===== src/rtl/cvf_pkg.sv =====
package cvf_pkg;

  // Width of one limb, common to all multiplier cells.
  localparam int LIMB_W = 33;

  // Configuration register indexes.
  typedef logic [2:0] cfg_index_t;
  localparam cfg_index_t CFG_INNER_RADIUS = 3'd0;
  localparam cfg_index_t CFG_OUTER_RADIUS = 3'd1;
  localparam cfg_index_t CFG_INNER_SPIN   = 3'd2;
  localparam cfg_index_t CFG_OUTER_SPIN   = 3'd3;
  localparam cfg_index_t CFG_CENTER_X     = 3'd4;
  localparam cfg_index_t CFG_CENTER_Y     = 3'd5;

  // Register values after reset.
  localparam logic [30:0] RST_INNER_RADIUS = 31'd65536;
  localparam logic [30:0] RST_OUTER_RADIUS = 31'd131072;
  localparam logic [31:0] RST_INNER_SPIN   = 32'd65536;
  localparam logic [31:0] RST_OUTER_SPIN   = 32'd0;
  localparam logic [31:0] RST_CENTER_X     = 32'd0;
  localparam logic [31:0] RST_CENTER_Y     = 32'd0;

  // One input beat: a query point.
  typedef struct packed {
    logic signed [31:0] pos_x;
    logic signed [31:0] pos_y;
  } point_t;

  // One output beat: the velocity and its flags.
  typedef struct packed {
    logic signed [31:0] vel_x;
    logic signed [31:0] vel_y;
    logic               on_axis;
    logic               bad_geometry;
    logic               clipped;
  } velocity_t;

  // Side information that travels down the pipeline with each point.
  typedef struct packed {
    logic sx;
    logic sy;
    logic on_axis;
    logic sn;
  } tag_t;

endpackage


===== src/rtl/cvf_mul.sv =====
module cvf_mul
  import cvf_pkg::*;
#(
  parameter int WA = 33,
  parameter int WB = 33
) (
  input  logic            clk,
  input  logic            en,
  input  logic [WA-1:0]   a,
  input  logic [WB-1:0]   b,
  output logic [WA+WB-1:0] p
);

  localparam int NA  = (WA + LIMB_W - 1) / LIMB_W;
  localparam int WAP = NA * LIMB_W;
  localparam int WBP = 2 * LIMB_W;
  localparam int RW  = (NA + 1) * LIMB_W;
  localparam int WP  = WA + WB;

  logic [WAP-1:0]      a_pad;
  logic [WBP-1:0]      b_pad;
  logic [2*LIMB_W-1:0] prod [NA][2];
  logic [RW-1:0]       row_e [2];
  logic [RW-1:0]       row_o [2];
  logic [RW-1:0]       srow [2];

  assign a_pad = WAP'(a);
  assign b_pad = WBP'(b);

  // First stage: every limb pair gets its own narrow multiplier.
  always_ff @(posedge clk) begin
    if (en) begin
      for (int i = 0; i < NA; i++) begin
        for (int j = 0; j < 2; j++) begin
          prod[i][j] <= a_pad[i*LIMB_W +: LIMB_W] * b_pad[j*LIMB_W +: LIMB_W];
        end
      end
    end
  end

  // Products of even and odd limbs do not overlap, so each set packs side by side.
  always_comb begin
    for (int j = 0; j < 2; j++) begin
      row_e[j] = '0;
      row_o[j] = '0;
      for (int i = 0; i < NA; i++) begin
        if (i % 2 == 0) begin
          row_e[j][i*LIMB_W +: 2*LIMB_W] = prod[i][j];
        end else begin
          row_o[j][i*LIMB_W +: 2*LIMB_W] = prod[i][j];
        end
      end
    end
  end

  // Second stage adds the packed rows, third stage the two shifted row sums.
  always_ff @(posedge clk) begin
    if (en) begin
      for (int j = 0; j < 2; j++) begin
        srow[j] <= row_e[j] + row_o[j];
      end
      p <= WP'(srow[0]) + (WP'(srow[1]) << LIMB_W);
    end
  end

endmodule


===== config.mk =====
export PLATFORM = sky130hd
export DESIGN_NAME = cvf_mul
export DESIGN_NICKNAME = d
export VERILOG_FILES = /design/src/rtl/cvf_pkg.sv /design/src/rtl/cvf_mul.sv
export SDC_FILE = /design/constraint.sdc
export NUM_CORES = 2
export LEC_CHECK = 0
export ABC_AREA = 1
export BUFFER_PORTS_ARGS = -buffer_cell sky130_fd_sc_hd__buf_4
export CAP_MARGIN = 5
export CORE_ASPECT_RATIO = 1.25
export CORE_MARGIN = 2
export CORE_UTILIZATION = 45
export CTS_CLUSTER_SIZE = 40
export DETAILED_ROUTE_END_ITERATION = 16
export SLEW_MARGIN = 20
export SYNTH_ARGS = -nofsm -noshare
export SYNTH_HDL_FRONTEND = slang
export SYNTH_SLANG_ARGS = --single-unit

===== constraint.sdc =====
create_clock -name clk -period 13.7 [get_ports clk]
set_input_delay 0.685 -clock clk [delete_from_list [all_inputs] [get_ports clk]]
set_output_delay 0.685 -clock clk [all_outputs]
set_load 0.02 [all_outputs]

==> summary.md <==
| Metric | Value |
|---|---|
| Status | complete, no violations |
| Pre-CTS setup slack | about 5.7 ns |
| GR Layer Usage met2 | between 40% and 50% |
| Clk slew on worst S/H paths | roughly 0.070 ns |
| Setup tns final | 0 ns |
| Worst hold path class | reg -> reg |
| R2R cell count | 0 |
| Share of the synthesized area in the top cell type | about 43% |
| Via count | 32.2k |
| Compound-gate portion of the synthesized area | 0.721% |
| Fillers | approximately 9.6k |
| Initial Util | between 40% and 50% |
| Clk_lat worst skew | 0.44 ns |
| Clock sinks | between 150 and 200 |
| Reg2reg start | prod[0][51] |
| Core area | slightly below 100000 um2 |
| Layout cells sized above 1 | roughly 3.7% |
| Die W | ~290 um |
| Area Overhead vs Synth | 5.05% |
| Hold-fix buffers, CTS | 0 |
| Slowest library cell on the worst path | fa_1 |
| Fmax | ~130 MHz |
| Worst Setup Start Kind | input pin |
| Simple-Gate Fraction of Synth Area | 16.2% |
| First drt pass iteration count | 6 |
| FF-to-FF End | srow[0][51] |
| Most Used Layer, Global Route | met2 |
| Hold_sp | prod[0][38] |
| Via/cell ratio | roughly 4.8 |
| Cell count after synthesis | 5543 |
| Max-slew violation count | 0 |
| I/O Buffers | roughly 130 |
| Vias in the first global route | about 36k |
| H-tree lvl count | 4 |
| Hold-critical path depth | 0 |
| Crit path buf inv count | 5 |
| Post-Syn Area | 44400 um2 |
| Combinational family with the most area after synthesis | adder cells |
| Register area share after synthesis | 13.4% |
| GRT met3 Usage | about 1.6% |
| CP endpoint kind | flip-flop |
| Dpl hpwl | a little under 100000 um |
| Post-CTS resize count | 0 |
| Synthesis-stage register bit count | ~200 |
| Initial antenna violation count | 3 |
| Internal reg-to-reg setup slack | 12.93 ns |
| Largest net degree at the start of global routing | roughly 120 |
| Final Worst Setup Slack | about 6.1 ns |
| Wire per inst | roughly 18 um |
| Clock skew | between 0.01 and 0.015 ns |
| GPL Wtd Cong | 0.940 |
| Largest stage delay, worst path | approximately 0.64 ns |
| Synth area leaders | fa_1, inv_1, nand2_1 |
| Post-Synth Adder-Cell Area | between 50% and 60% |
| Final hold vios | 0 |
| Min Tclk post-route | between 7 and 8 ns |
| Mux share of post-synthesis cell area | 0% |
| Syn Area/Cell | around 8 um2 |
| Max clock buf depth | 2 |
| Synth area leader | fa_1 |
| Antenna Nets Post-Route | 0 |
| Crit Path Class | in -> reg |
| Postcts setup bufs | 0 |
| I/O pins | 134 |
| First-pass GRT wire length | ~200000 um |
| Max-cap violations | 0 |
| Die height | roughly 360 um |
| Root Driver | clkbuf_16 |
| Synthesis warning total | 0 |
| Critical path cell sequence | buf_4, nand2_1, fa_1, fa_1, fa_1, fa_1, inv_1, fa_1, fa_1, fa_1, inv_1, fa_1, inv_1, ha_1, nand2_1, nor2_1, inv_1, nor2_1, a21oi_1, nand2_1, xor2_1 |
| RSZ-0062 raised after global routing | no |
| Row count | ~130 |
| Worst path top cell family by delay | adder cells |
| Hold EP | srow[0][38] |
| Post-synthesis net count | between 6k and 7k |
| Cell variety after synth | 29 |
| WL final | approximately 120000 um |
| CTS Buf Count | 17 |
| All-Layer GR Usage | 24.9% |
| M1 GR Usage | about 30% |
| Slew margin rel. | between 30% and 40% |
| Die ar. | 101000 um2 |
| CTS tree | yes |
| Crit path DAT | about 7.8 ns |
| Worst slew pin tran | 1.01 ns |
| GRT overflow | 0 |
| Starting DRT DRC Count | about 2.0k |
| Final Cycle Share | between 50 and 60% |
| XOR/XNOR Fraction of Synth Area | less than 1% |
| Max FO, Critical Path | 33 |
| Layout Nets | between 6k and 7k |
| DR DRC count | 0 |
| Final setup viols | 0 |
| CP dominant cell by count | fa_1 |
| Critical Path RT | 13.86 ns |
## worst max path at each step
stage | cells past startpoint | slack [ns] | start | to
after floorplan | 27 | 6.85 | a[29] | prod[0][64]
after global placement | 21 | 5.71 | a[19] | prod[0][33]
after detailed placement | 21 | 5.69 | a[17] | prod[0][32]
after CTS | 21 | 6.14 | a[17] | prod[0][32]
after global routing | 21 | 5.95 | a[17] | prod[0][32]
final | 21 | 6.08 | a[17] | prod[0][32]
## cells in the final DEF, fill, tap and decap left out, drive strengths merged, types with 4 or more instances in the layout
cell type	instances
fa	958
a21oi	42
clkbuf	18
nand3	58
inv	1911
nor3	14
xnor2	5
o21ai	4
clkinv	9
buf	134
nor2	110
ha	265
nand4	11
xor2	31
o21bai	10
nand2	1662
edfxtp	198
## cells by family after synthesis
group                      after synthesis
buffers and inverters                 2170
and+or+nand+nor                       1859
adders and majority gates             1223
DFF                                    198
AOI/OAI and AO/OA                       57
xor gates and xnor gates                36
## sequential cells by signal, indices dropped and copies added (netlist names)
register,flops
p,66
prod,66
srow,66
## cells in the mapped netlist
| cell | count |
|---|---|
| nor4_1 | 1 |
| and3b_1 | 1 |
| nor2_4 | 2 |
| o211ai_1 | 1 |
| clkbuf_1 | 264 |
| o21ai_1 | 2 |
| nor2_2 | 12 |
| nand3_1 | 53 |
| inv_2 | 6 |
| ha_1 | 265 |
| nor2_1 | 96 |
| o21bai_1 | 8 |
| fa_1 | 958 |
| o21ai_0 | 2 |
| nor3_2 | 5 |
| nand4_1 | 11 |
| clkinv_1 | 1 |
| a21oi_1 | 42 |
| nor3_1 | 9 |
| xnor2_1 | 5 |
| and2_1 | 1 |
| nand2_1 | 1655 |
| nand2_2 | 7 |
| edfxtp_1 | 198 |
| nand3_2 | 5 |
| and3_1 | 1 |
| xor2_1 | 31 |
| o21bai_2 | 2 |
| inv_1 | 1899 |
## per-stage QoR
stage	hold WS, ns	utilization [%]	cell area [um2]	std cells
after CTS	0.413	47.8	46700	6746
after floorplan	0.400	-	44400	5543
after global placement	0.400	47.2	46100	6714
after global routing	0.418	47.8	46700	6747
final	0.416	47.8	46700	6747
after detailed placement	0.405	47.2	46100	6714
## per-layer routing
| layer | routed length, um | vias to the layer above |
|---|---|---|
| met5 | 21 | - |
| met4 | 5880 | 4 |
| met3 | 4330 | 242 |
| met2 | 63100 | 882 |
| met1 | 46500 | 16200 |
| li1 | - | 14900 |
## final cells by class
cell class              instances  area (um2)  share of cell area (%)
clock buffers                  17         425                   0.911
flip-flops and latches        198        5950                    12.7
multi-input cells            3175       30400                    65.0
well taps                    1300        1630                    3.48
clock inverters                15         161                   0.346
diodes                          1        2.50                 0.00536
inverters                    1906        7150                    15.3
repair buffers                135        1020                    2.18
Power is left out: the tool's default activity adds up to more than one toggle a clock period on the data nets, which glitch-free logic cannot reach.
